**config.mk**
```make
export PLATFORM = sky130hd
export DESIGN_NAME = touch_four_point_calibrator_unit
export DESIGN_NICKNAME = d
export VERILOG_FILES = /design/src/tfpc_pkg.sv /design/src/touch_four_point_calibrator_unit.sv
export SDC_FILE = /design/constraint.sdc
export NUM_CORES = 2
export LEC_CHECK = 0
export ABC_AREA = 0
export BUFFER_PORTS_ARGS = -buffer_cell sky130_fd_sc_hd__buf_2
export CORE_ASPECT_RATIO = 1.1
export CORE_MARGIN = 1
export CORE_UTILIZATION = 35
export CTS_CLUSTER_DIAMETER = 60
export DETAILED_ROUTE_END_ITERATION = 12
export PLACE_DENSITY = 0.53
export SLEW_MARGIN = 0
export SYNTH_ARGS = -nofsm -noshare
export SYNTH_HDL_FRONTEND = slang
export SYNTH_SLANG_ARGS = --single-unit
```
**constraint.sdc**
```tcl
create_clock -name aclk -period 9.8 [get_ports aclk]
set_input_delay 0.49 -clock aclk [delete_from_list [all_inputs] [get_ports aclk]]
set_output_delay 0.49 -clock aclk [all_outputs]
set_load 0.005 [all_outputs]
```
**src/tfpc_pkg.sv**
```systemverilog
`timescale 1ns / 1ps
`default_nettype none
// ----------------------------------------------------------------------------
// tfpc_pkg
// Shared widths, event and register codes and the fit microprogram for the
// four point touch calibrator.
// ----------------------------------------------------------------------------
package tfpc_pkg;

    localparam int SPAN_W   = 12;
    localparam int FRAC_W   = 16;
    localparam int SCALE_W  = SPAN_W + FRAC_W;
    localparam int OFFSET_W = 32;
    localparam int DBNC_W   = 16;
    localparam int TIME_W   = 32;
    localparam int CNT_W    = $clog2(SCALE_W);
    localparam int UPC_W    = 3;

    localparam logic [1:0] MODE_TOUCH  = 2'd0;
    localparam logic [1:0] MODE_START  = 2'd1;
    localparam logic [1:0] MODE_CANCEL = 2'd2;

    localparam logic [1:0] CFG_DEBOUNCE = 2'd0;
    localparam logic [1:0] CFG_X_SPAN   = 2'd1;
    localparam logic [1:0] CFG_Y_SPAN   = 2'd2;
    localparam logic [1:0] CFG_ORIGIN   = 2'd3;

    localparam logic [DBNC_W-1:0] DEBOUNCE_RESET = 16'd300;
    localparam logic [SPAN_W-1:0] X_SPAN_RESET   = 12'd280;
    localparam logic [SPAN_W-1:0] Y_SPAN_RESET   = 12'd200;
    localparam logic [SPAN_W-1:0] ORIGIN_RESET   = 12'd20;

    localparam logic [2:0] PHASE_IDLE  = 3'd0;
    localparam logic [2:0] PHASE_FIRST = 3'd1;
    localparam logic [2:0] PHASE_LAST  = 3'd4;
    localparam logic [2:0] PHASE_DONE  = 3'd5;

    // micro-operations
    localparam logic [2:0] OP_LOAD   = 3'd0;
    localparam logic [2:0] OP_MINMAX = 3'd1;
    localparam logic [2:0] OP_SPAN   = 3'd2;
    localparam logic [2:0] OP_DIV    = 3'd3;
    localparam logic [2:0] OP_MUL    = 3'd4;
    localparam logic [2:0] OP_OFFSET = 3'd5;
    localparam logic [2:0] OP_AXIS   = 3'd6;
    localparam logic [2:0] OP_DONE   = 3'd7;

    // sequencing conditions
    localparam logic [1:0] COND_NEXT = 2'd0;
    localparam logic [1:0] COND_LOOP = 2'd1;
    localparam logic [1:0] COND_ZERO = 2'd2;
    localparam logic [1:0] COND_AXIS = 2'd3;

    typedef struct packed {
        logic [2:0]       op;
        logic [1:0]       cond;
        logic [UPC_W-1:0] target;
    } ucode_t;

    function automatic ucode_t ucode_rom(input logic [UPC_W-1:0] upc);
        ucode_t w;
        case (upc)
            3'd0:    w = '{op: OP_LOAD,   cond: COND_NEXT, target: 3'd0};
            3'd1:    w = '{op: OP_MINMAX, cond: COND_LOOP, target: 3'd1};
            3'd2:    w = '{op: OP_SPAN,   cond: COND_ZERO, target: 3'd4};
            3'd3:    w = '{op: OP_DIV,    cond: COND_LOOP, target: 3'd3};
            3'd4:    w = '{op: OP_MUL,    cond: COND_NEXT, target: 3'd0};
            3'd5:    w = '{op: OP_OFFSET, cond: COND_NEXT, target: 3'd0};
            3'd6:    w = '{op: OP_AXIS,   cond: COND_AXIS, target: 3'd0};
            3'd7:    w = '{op: OP_DONE,   cond: COND_NEXT, target: 3'd0};
            default: w = '{op: OP_DONE,   cond: COND_NEXT, target: 3'd0};
        endcase
        return w;
    endfunction

endpackage
`default_nettype wire

```
**src/touch_four_point_calibrator_unit.sv**
```systemverilog
`timescale 1ns / 1ps
`default_nettype none
// ----------------------------------------------------------------------------
// touch_four_point_calibrator_unit
// Four point linear touch calibration with debounce, min/max search and
// per-axis Q16 scale and saturated offset.
// ----------------------------------------------------------------------------
// Usage: each slave word is one event (tuser = mode: touch, start, cancel)
// with raw X/Y and a millisecond timestamp; each event yields exactly one
// master word with status in tuser and the coefficients in tdata.
// The cfg channel writes debounce, screen spans and origin; cfg_ready is
// always high and writes are expected only while the block is idle.
// An event that does not finish calibration passes from idle to the
// emit state, which loads the output register and raises m_tvalid once that
// register is free; no new event is taken until the emit state is left.
// The touch that stores the fourth point first runs the fit microprogram:
// per axis 1 load, 3 min/max, 1 span, 28 divide steps, 1 multiply,
// 1 offset and 1 axis step, then 1 finish step, 73 steps in all (the divide
// steps are skipped for an axis whose raw span is zero). The restoring
// divider yields one quotient bit per cycle.
// One event is in work at a time; s_tready is high only when idle. A result
// waits in the output register while the receiver stalls, and the next event
// may be accepted meanwhile; its result waits until that register frees.
// Reset (aresetn low, synchronous) restores default registers, clears the
// stored points, the phase and the last accept time, and drops m_tvalid.
// ----------------------------------------------------------------------------
module touch_four_point_calibrator_unit #(
    parameter int ADC_BITS = 12
) (
    input  wire                              aclk,
    input  wire                              aresetn,
    // raw_x, raw_y, now_ms
    input  wire  [((2*ADC_BITS+32+7)/8)*8-1:0] s_tdata,
    // mode
    input  wire  [1:0]                       s_tuser,
    input  wire                              s_tvalid,
    output logic                             s_tready,
    // scale_x, offset_x, scale_y, offset_y
    output logic [119:0]                     m_tdata,
    // complete, accepted, phase[2:0], span_error
    output logic [5:0]                       m_tuser,
    output logic                             m_tvalid,
    input  wire                              m_tready,
    input  wire                              cfg_valid,
    output logic                             cfg_ready,
    input  wire  [1:0]                       cfg_index,
    input  wire  [tfpc_pkg::DBNC_W-1:0]      cfg_data
);
    import tfpc_pkg::*;

    localparam int PT_W   = 2 * ADC_BITS;
    localparam int PROD_W = ADC_BITS + SCALE_W;
    localparam int OFF_W  = PROD_W + 2;
    localparam logic signed [OFF_W-1:0] OFF_MAX = {{(OFF_W-31){1'b0}}, {31{1'b1}}};
    localparam logic signed [OFF_W-1:0] OFF_MIN = {{(OFF_W-31){1'b1}}, 31'b0};

    localparam logic [1:0] ST_IDLE = 2'd0;
    localparam logic [1:0] ST_RUN  = 2'd1;
    localparam logic [1:0] ST_EMIT = 2'd2;

    logic [1:0]          state_reg;
    logic [DBNC_W-1:0]   debounce_reg;
    logic [SPAN_W-1:0]   x_span_reg;
    logic [SPAN_W-1:0]   y_span_reg;
    logic [SPAN_W-1:0]   origin_reg;
    logic [2:0]          phase_reg;
    logic [TIME_W-1:0]   last_time_reg;
    logic [PT_W-1:0]     pts_reg [4];

    logic [UPC_W-1:0]    upc_reg;
    logic [CNT_W-1:0]    cnt_reg;
    logic                axis_reg;
    logic [ADC_BITS-1:0] lo_reg;
    logic [ADC_BITS-1:0] hi_reg;
    logic [ADC_BITS-1:0] rspan_reg;
    logic [ADC_BITS-1:0] rem_reg;
    logic [SCALE_W-1:0]  dvd_reg;
    logic [SCALE_W-1:0]  quo_reg;
    logic [PROD_W-1:0]   prod_reg;

    logic                res_complete_reg;
    logic                res_accepted_reg;
    logic [2:0]          res_phase_reg;
    logic                res_err_reg;
    logic [SCALE_W-1:0]  res_sx_reg;
    logic [OFFSET_W-1:0] res_ox_reg;
    logic [SCALE_W-1:0]  res_sy_reg;
    logic [OFFSET_W-1:0] res_oy_reg;

    logic                m_tvalid_reg;
    logic [119:0]        m_tdata_reg;
    logic [5:0]          m_tuser_reg;

    logic [1:0]          ev_mode;
    logic [ADC_BITS-1:0] ev_x;
    logic [ADC_BITS-1:0] ev_y;
    logic [TIME_W-1:0]   ev_now;
    logic [TIME_W-1:0]   elapsed;
    logic                debounce_ok;
    logic                s_accept;
    logic                store_pt;
    logic [2:0]          phase_next;

    ucode_t              uw;
    logic [UPC_W-1:0]    upc_next;
    logic [1:0]          pt_idx;
    logic [ADC_BITS-1:0] pt_val;
    logic [ADC_BITS:0]   rem_shift;
    logic [ADC_BITS:0]   rem_diff;
    logic                rem_ge;
    logic [PROD_W-1:0]   prod_calc;
    logic signed [OFF_W-1:0] off_wide;
    logic [OFFSET_W-1:0] off_sat;

    assign ev_mode = s_tuser;
    assign ev_x    = s_tdata[ADC_BITS-1:0];
    assign ev_y    = s_tdata[PT_W-1:ADC_BITS];
    assign ev_now  = s_tdata[PT_W+TIME_W-1:PT_W];

    assign s_tready  = (state_reg == ST_IDLE);
    assign cfg_ready = 1'b1;
    assign s_accept  = s_tvalid && s_tready;

    assign elapsed     = ev_now - last_time_reg;
    assign debounce_ok = (elapsed >= TIME_W'(debounce_reg));
    assign store_pt    = (ev_mode == MODE_TOUCH) && debounce_ok &&
                         (phase_reg >= PHASE_FIRST) && (phase_reg <= PHASE_LAST);

    always_comb begin
        case (ev_mode)
            MODE_START:  phase_next = PHASE_FIRST;
            MODE_CANCEL: phase_next = PHASE_IDLE;
            MODE_TOUCH:  phase_next = store_pt ? phase_reg + 3'd1 : phase_reg;
            default:     phase_next = phase_reg;
        endcase
    end

    // microprogram datapath
    assign uw     = ucode_rom(upc_reg);
    assign pt_idx = 2'd3 - cnt_reg[1:0];
    assign pt_val = axis_reg ? pts_reg[pt_idx][PT_W-1:ADC_BITS]
                             : pts_reg[pt_idx][ADC_BITS-1:0];

    assign rem_shift = {rem_reg, dvd_reg[SCALE_W-1]};
    assign rem_diff  = rem_shift - {1'b0, rspan_reg};
    assign rem_ge    = (rem_shift >= {1'b0, rspan_reg});

    assign prod_calc = PROD_W'(lo_reg) * PROD_W'(quo_reg);
    assign off_wide  = signed'(OFF_W'({origin_reg, {FRAC_W{1'b0}}})) -
                       signed'(OFF_W'(prod_reg));

    always_comb begin
        if (off_wide > OFF_MAX) begin
            off_sat = OFF_MAX[OFFSET_W-1:0];
        end else if (off_wide < OFF_MIN) begin
            off_sat = OFF_MIN[OFFSET_W-1:0];
        end else begin
            off_sat = off_wide[OFFSET_W-1:0];
        end
    end

    always_comb begin
        case (uw.cond)
            COND_NEXT: upc_next = upc_reg + 1'b1;
            COND_LOOP: upc_next = (cnt_reg != '0) ? uw.target : upc_reg + 1'b1;
            COND_ZERO: upc_next = (hi_reg == lo_reg) ? uw.target : upc_reg + 1'b1;
            COND_AXIS: upc_next = !axis_reg ? uw.target : upc_reg + 1'b1;
            default:   upc_next = upc_reg + 1'b1;
        endcase
    end

    // control state, configuration and stored points
    always_ff @(posedge aclk) begin
        if (!aresetn) begin
            state_reg     <= ST_IDLE;
            debounce_reg  <= DEBOUNCE_RESET;
            x_span_reg    <= X_SPAN_RESET;
            y_span_reg    <= Y_SPAN_RESET;
            origin_reg    <= ORIGIN_RESET;
            phase_reg     <= PHASE_IDLE;
            last_time_reg <= '0;
            upc_reg       <= '0;
            axis_reg      <= 1'b0;
            m_tvalid_reg  <= 1'b0;
            for (int i = 0; i < 4; i++) begin
                pts_reg[i] <= '0;
            end
        end else begin
            if (cfg_valid && cfg_ready) begin
                case (cfg_index)
                    CFG_DEBOUNCE: debounce_reg <= cfg_data;
                    CFG_X_SPAN:   x_span_reg   <= cfg_data[SPAN_W-1:0];
                    CFG_Y_SPAN:   y_span_reg   <= cfg_data[SPAN_W-1:0];
                    CFG_ORIGIN:   origin_reg   <= cfg_data[SPAN_W-1:0];
                    default:      debounce_reg <= debounce_reg;
                endcase
            end

            if (state_reg == ST_EMIT && (!m_tvalid_reg || m_tready)) begin
                m_tvalid_reg <= 1'b1;
            end else if (m_tready) begin
                m_tvalid_reg <= 1'b0;
            end

            case (state_reg)
                ST_IDLE: begin
                    if (s_accept) begin
                        phase_reg <= phase_next;
                        if (ev_mode == MODE_START) begin
                            last_time_reg <= ev_now;
                            for (int i = 0; i < 4; i++) begin
                                pts_reg[i] <= '0;
                            end
                        end else if (ev_mode == MODE_TOUCH && debounce_ok) begin
                            last_time_reg <= ev_now;
                        end
                        if (store_pt) begin
                            pts_reg[2'(phase_reg - 3'd1)] <= {ev_y, ev_x};
                        end
                        upc_reg  <= '0;
                        axis_reg <= 1'b0;
                        state_reg <= (store_pt && phase_reg == PHASE_LAST) ? ST_RUN
                                                                            : ST_EMIT;
                    end
                end
                ST_RUN: begin
                    upc_reg <= upc_next;
                    if (uw.op == OP_AXIS) begin
                        axis_reg <= !axis_reg;
                    end
                    if (uw.op == OP_DONE) begin
                        state_reg <= ST_EMIT;
                    end
                end
                ST_EMIT: begin
                    if (!m_tvalid_reg || m_tready) begin
                        state_reg <= ST_IDLE;
                    end
                end
                default: state_reg <= ST_IDLE;
            endcase
        end
    end

    // payload: fit datapath, result and output word
    always_ff @(posedge aclk) begin
        if (state_reg == ST_IDLE && s_accept) begin
            res_complete_reg <= 1'b0;
            res_accepted_reg <= (ev_mode == MODE_TOUCH) && debounce_ok;
            res_phase_reg    <= phase_next;
            res_err_reg      <= 1'b0;
            res_sx_reg       <= '0;
            res_ox_reg       <= '0;
            res_sy_reg       <= '0;
            res_oy_reg       <= '0;
        end

        if (state_reg == ST_RUN) begin
            case (uw.op)
                OP_LOAD: begin
                    lo_reg  <= axis_reg ? pts_reg[0][PT_W-1:ADC_BITS]
                                        : pts_reg[0][ADC_BITS-1:0];
                    hi_reg  <= axis_reg ? pts_reg[0][PT_W-1:ADC_BITS]
                                        : pts_reg[0][ADC_BITS-1:0];
                    cnt_reg <= CNT_W'(2);
                end
                OP_MINMAX: begin
                    if (pt_val < lo_reg) begin
                        lo_reg <= pt_val;
                    end
                    if (pt_val > hi_reg) begin
                        hi_reg <= pt_val;
                    end
                    if (cnt_reg != '0) begin
                        cnt_reg <= cnt_reg - 1'b1;
                    end
                end
                OP_SPAN: begin
                    rspan_reg <= hi_reg - lo_reg;
                    rem_reg   <= '0;
                    quo_reg   <= '0;
                    dvd_reg   <= {(axis_reg ? y_span_reg : x_span_reg), {FRAC_W{1'b0}}};
                    cnt_reg   <= CNT_W'(SCALE_W - 1);
                    if (hi_reg == lo_reg) begin
                        res_err_reg <= 1'b1;
                    end
                end
                OP_DIV: begin
                    rem_reg <= rem_ge ? rem_diff[ADC_BITS-1:0] : rem_shift[ADC_BITS-1:0];
                    quo_reg <= {quo_reg[SCALE_W-2:0], rem_ge};
                    dvd_reg <= {dvd_reg[SCALE_W-2:0], 1'b0};
                    if (cnt_reg != '0) begin
                        cnt_reg <= cnt_reg - 1'b1;
                    end
                end
                OP_MUL: begin
                    prod_reg <= prod_calc;
                end
                OP_OFFSET: begin
                    if (axis_reg) begin
                        res_sy_reg <= quo_reg;
                        res_oy_reg <= off_sat;
                    end else begin
                        res_sx_reg <= quo_reg;
                        res_ox_reg <= off_sat;
                    end
                end
                OP_DONE: begin
                    res_complete_reg <= !res_err_reg;
                end
                default: begin
                    prod_reg <= prod_reg;
                end
            endcase
        end

        if (state_reg == ST_EMIT && (!m_tvalid_reg || m_tready)) begin
            m_tdata_reg <= {res_oy_reg, res_sy_reg, res_ox_reg, res_sx_reg};
            m_tuser_reg <= {res_err_reg, res_phase_reg, res_accepted_reg, res_complete_reg};
        end
    end

    assign m_tvalid = m_tvalid_reg;
    assign m_tdata  = m_tdata_reg;
    assign m_tuser  = m_tuser_reg;

`ifndef NO_ASSERTIONS
    // an event is taken only once, then the block is busy
    assert property (@(posedge aclk) disable iff (!aresetn)
        s_tvalid && s_tready |=> !s_tready)
        else $error("event accepted while previous event still in work");

    // a finished fit never reports a span error and always ends in done
    assert property (@(posedge aclk) disable iff (!aresetn)
        m_tvalid && m_tuser[0] |-> !m_tuser[5] && m_tuser[1] && (m_tuser[4:2] == PHASE_DONE))
        else $error("complete word with inconsistent status");

    // the fit program only runs after the fourth point was stored
    assert property (@(posedge aclk) disable iff (!aresetn)
        (state_reg == ST_RUN) |-> (phase_reg == PHASE_DONE))
        else $error("fit running outside the done phase");

    // a result word is never overwritten while the receiver stalls
    assert property (@(posedge aclk) disable iff (!aresetn)
        m_tvalid && !m_tready |=> m_tvalid && $stable(m_tdata) && $stable(m_tuser))
        else $error("stalled result word changed");
`endif

endmodule
`default_nettype wire
```
==> metrics.yaml <==
run_status:
  status: "finished, final reports clean"
critical_path:
  cp-end-kind: "flop"
  worstPathArrival_ps: 7300
  reg2regPathDepth: 19
  cpPeakStageDelay_ps: 980
  reg2reg_slack_ps: 2890
  cp-start-kind: "flop"
  r2r-end: "prod_reg[38]$_DFFE_PP_"
  cp_cell_sequence: "and2_1, fa_1, fa_1, fa_1, fa_1, inv_1, fa_1, inv_1, ha_1, a21o_1, a21o_1, a21o_1, a21oi_1, nand3_1, a311oi_1, o21ai_0, a31o_2, a21oi_1, xnor2_1"
  crit_type: "flop to flop"
  cp_max_fo: 29
  crit_top_cell: "fa_1"
  crit_path_top_delay_cell: "edfxtp_1"
  cp.required_ps: 10190
  r2r_start: "lo_reg[9]$_DFFE_PP_"
finish:
  multi_input_area_sq_um: 19800
  final_cell_mix: "nand2_1, inv_1, edfxtp_1, fa_1, dfxtp_1"
  nFillCells: 10535
  layout-drive-gt1-share_pct: 11.6
  ff_latch_area_sq_um: 15300
  layout_commonest_cell: "nand2_1"
  syn2layout_area_growth_pct: 12.7
  nets: 4346
  largest_reg_flops: 120
  n_antenna_cell: 0
clock_tree:
  cts_sinks: 583
  tritoncts: "built"
  cts_buffers: 71
  cts_resized: 0
  postCtsSetupRepairBufs: 0
  insertion_delay_ps: 660
  clk_pin_slew_ps: 60
  ctsHoldBuffers: 0
  cts-root-buf: "clkbuf_16"
  htreeDepth: 3
  cts_buffer_depth: 3
sta:
  finalSetupTns_ps: 0
  rsz0062_at_grt: "false"
  worstMarginPinSlew_ps: 1270
  period_minus_slack_ps: 6910
  setup_violations: 0
  finalCritPeriodShare_pct: 70.5
  timing.fmax_ghz: 0.145
  hold_ws_ps: 103
  slew_violations: 0
  slew_headroom_pct: 14.4
  final-hold-violation-count: 0
  fin_skew_ps: 37.3
die:
  dieArea_sq_um: 108000
  pin_count: 210
  core_sq_um: 106000
  core.rowCount: 125
  start_util_pct: 35.3
  fp.dieW_um: 314
  die_h_um: 345
synth:
  synth_top_area_cell: "edfxtp_1"
  synthArstFlopShare_pct: 0
  synth_cells: 3676
  synth.ff_latch_count: 583
  syn_area_per_cell_sq_um: 10.2
  synth-compound-area-share_pct: 10.1
  synth_mux_area_share_pct: 3.91
  synth_flop_cell: "edfxtp_1"
  synth_top_family_by_area: "adder cells"
  seq_area_frac_synth_pct: 40.9
  synth_cell_types: 83
  yosys.area_share.adder_pct: 20.6
  synth_area_sq_um: 37400
  synth_warnings: 0
  yosys.area_share.simple_pct: 15.7
  synth_edf_count: 359
  synth_top_area_share_pct: 28.9
  synth_xor_area_share_pct: 2.34
  synth_nets: 4215
  synthTopCellsByArea: "edfxtp_1, fa_1, dfxtp_1"
power_and_ir_drop:
  clkPwrFrac_pct: 45.7
  powerDensity_nw_per_um2: 136
  ir_drop_uv: 148
  p_leak_nw: 18.2
  p_seq_share_pct: 47.1
  p_int_mw: 4.32
  pwr-share-comb_pct: 7.2
  swShare_pct: 24.4
  p_sw_mw: 1.39
grt:
  antenna_found_initial: 4
  grt_max_degree: 101
  track_usage_pct: 18.6
  globalRouteOverflowTotal: 0
  grt_pass1_vias: 26613
  grt_pass1_wl_mm: 156
place:
  port_buffers: 208
  place_hpwl_mm: 71.0
  gp_congestion: 0.842
route:
  first_iter_violations: 1774
  post_drt_via_cell_ratio: 5.05
  antenna_left: 0
  route.detailed.drc: 0
  via_count: 26586
  drt_wl_total_mm: 99.7
  routedWlPerCell_um: 18.9
  dr.pass1.iters: 7
hold_path:
  min_path_type: "input pin to flop"
  min_from: "cfg_data[13]"
  worstHoldEndpoint: "debounce_reg[13]$_SDFFE_PN0P_"
  hold_depth: 3
job:
  max_cap_violations: 0
## worst max-delay path, delay by kind of cell, from the launching register on
| family | cells | cell delay (ps) |
|---|---|---|
| compound gates | 8 | 2140 |
| buf+inv | 2 | 90 |
| flops | 1 | 980 |
| fa+ha+maj | 6 | 2900 |
| xor+xnor | 1 | 80 |
| simple gates | 2 | 440 |
## metrics by stage
stage	utilization [%]	setup slack, ps	total power, mW	cell area, sq um	instances
after global placement	37.6	2910	3.16	39800	5131
after floorplan	-	3420	3.00	37400	3676
after CTS	39.8	2850	5.79	42100	5263
after detailed placement	37.6	2880	3.16	39800	5131
after global routing	39.8	2390	5.93	42100	5263
final	39.8	2890	5.71	42100	5263
## cells by family after synthesis
| kind of cell | after synthesis |
|---|---|
| AND/OR/NAND/NOR | 1234 |
| multiplexers | 114 |
| adder cells (fa/ha/maj) | 458 |
| buffers and inverters | 634 |
| AO/OA/AOI/OAI | 552 |
| other | 1 |
| flip-flops | 583 |
| XOR/XNOR | 100 |
## synth_stat cells, drive strengths merged (21+ instances only)
cell / count
edfxtp: 359
mux4: 24
nand3: 83
xnor2: 70
ha: 195
mux2i: 73
nand2b: 23
o211ai: 24
nor3: 34
fa: 263
nor2b: 26
and2: 111
nand2: 636
o21ai: 133
inv: 441
xor2: 30
a21boi: 52
o21a: 21
a21oi: 105
clkbuf: 169
a21o: 49
buf: 23
a22o: 30
and3: 142
a221o: 35
nand4: 25
dfxtp: 224
nor2: 89
## power groups by stage
stage                     combinational [mW]  sequential (mW)  clock (mW)
after detailed placement               0.417             2.74           0
after floorplan                        0.262             2.74           0
after global routing                   0.461             2.69        2.78
after global placement                 0.416             2.74           0
final                                  0.412             2.69        2.61
after CTS                              0.418             2.69        2.68
## area by class of cell
class | count | area share, %
inverters | 442 | 3.94
flip-flops and latches | 583 | 36.3
clock buffers | 87 | 4.48
multi-input cells | 2459 | 46.9
clock inverters | 45 | 1.01
well taps | 1397 | 4.15
repair buffers | 250 | 3.23
## how the worst max path moves through the flow
stage	startpoint	endpoint	slack, ps	cells past startpoint
4_1_cts	lo_reg[9]$_DFFE_PP_	prod_reg[38]$_DFFE_PP_	2850	19
5_1_grt	lo_reg[10]$_DFFE_PP_	prod_reg[38]$_DFFE_PP_	2390	19
6_report	lo_reg[9]$_DFFE_PP_	prod_reg[38]$_DFFE_PP_	2890	19
2_1_floorplan	m_tready	m_tdata[0]$_DFFE_PP_	3420	2
3_5_place_dp	lo_reg[10]$_DFFE_PP_	prod_reg[38]$_DFFE_PP_	2880	19
3_3_place_gp	lo_reg[10]$_DFFE_PP_	prod_reg[38]$_DFFE_PP_	2910	19
## routing by layer
metal  track usage, %  vias up  share of wire, %
li1                 -    12715                 -
met1             24.1    13194                45
met2             32.6      563                50
met3             2.19      114               3.8
met4             4.96        0               1.9
met5                0        -                 0
Note: power is estimated with default switching activity, not from simulation.
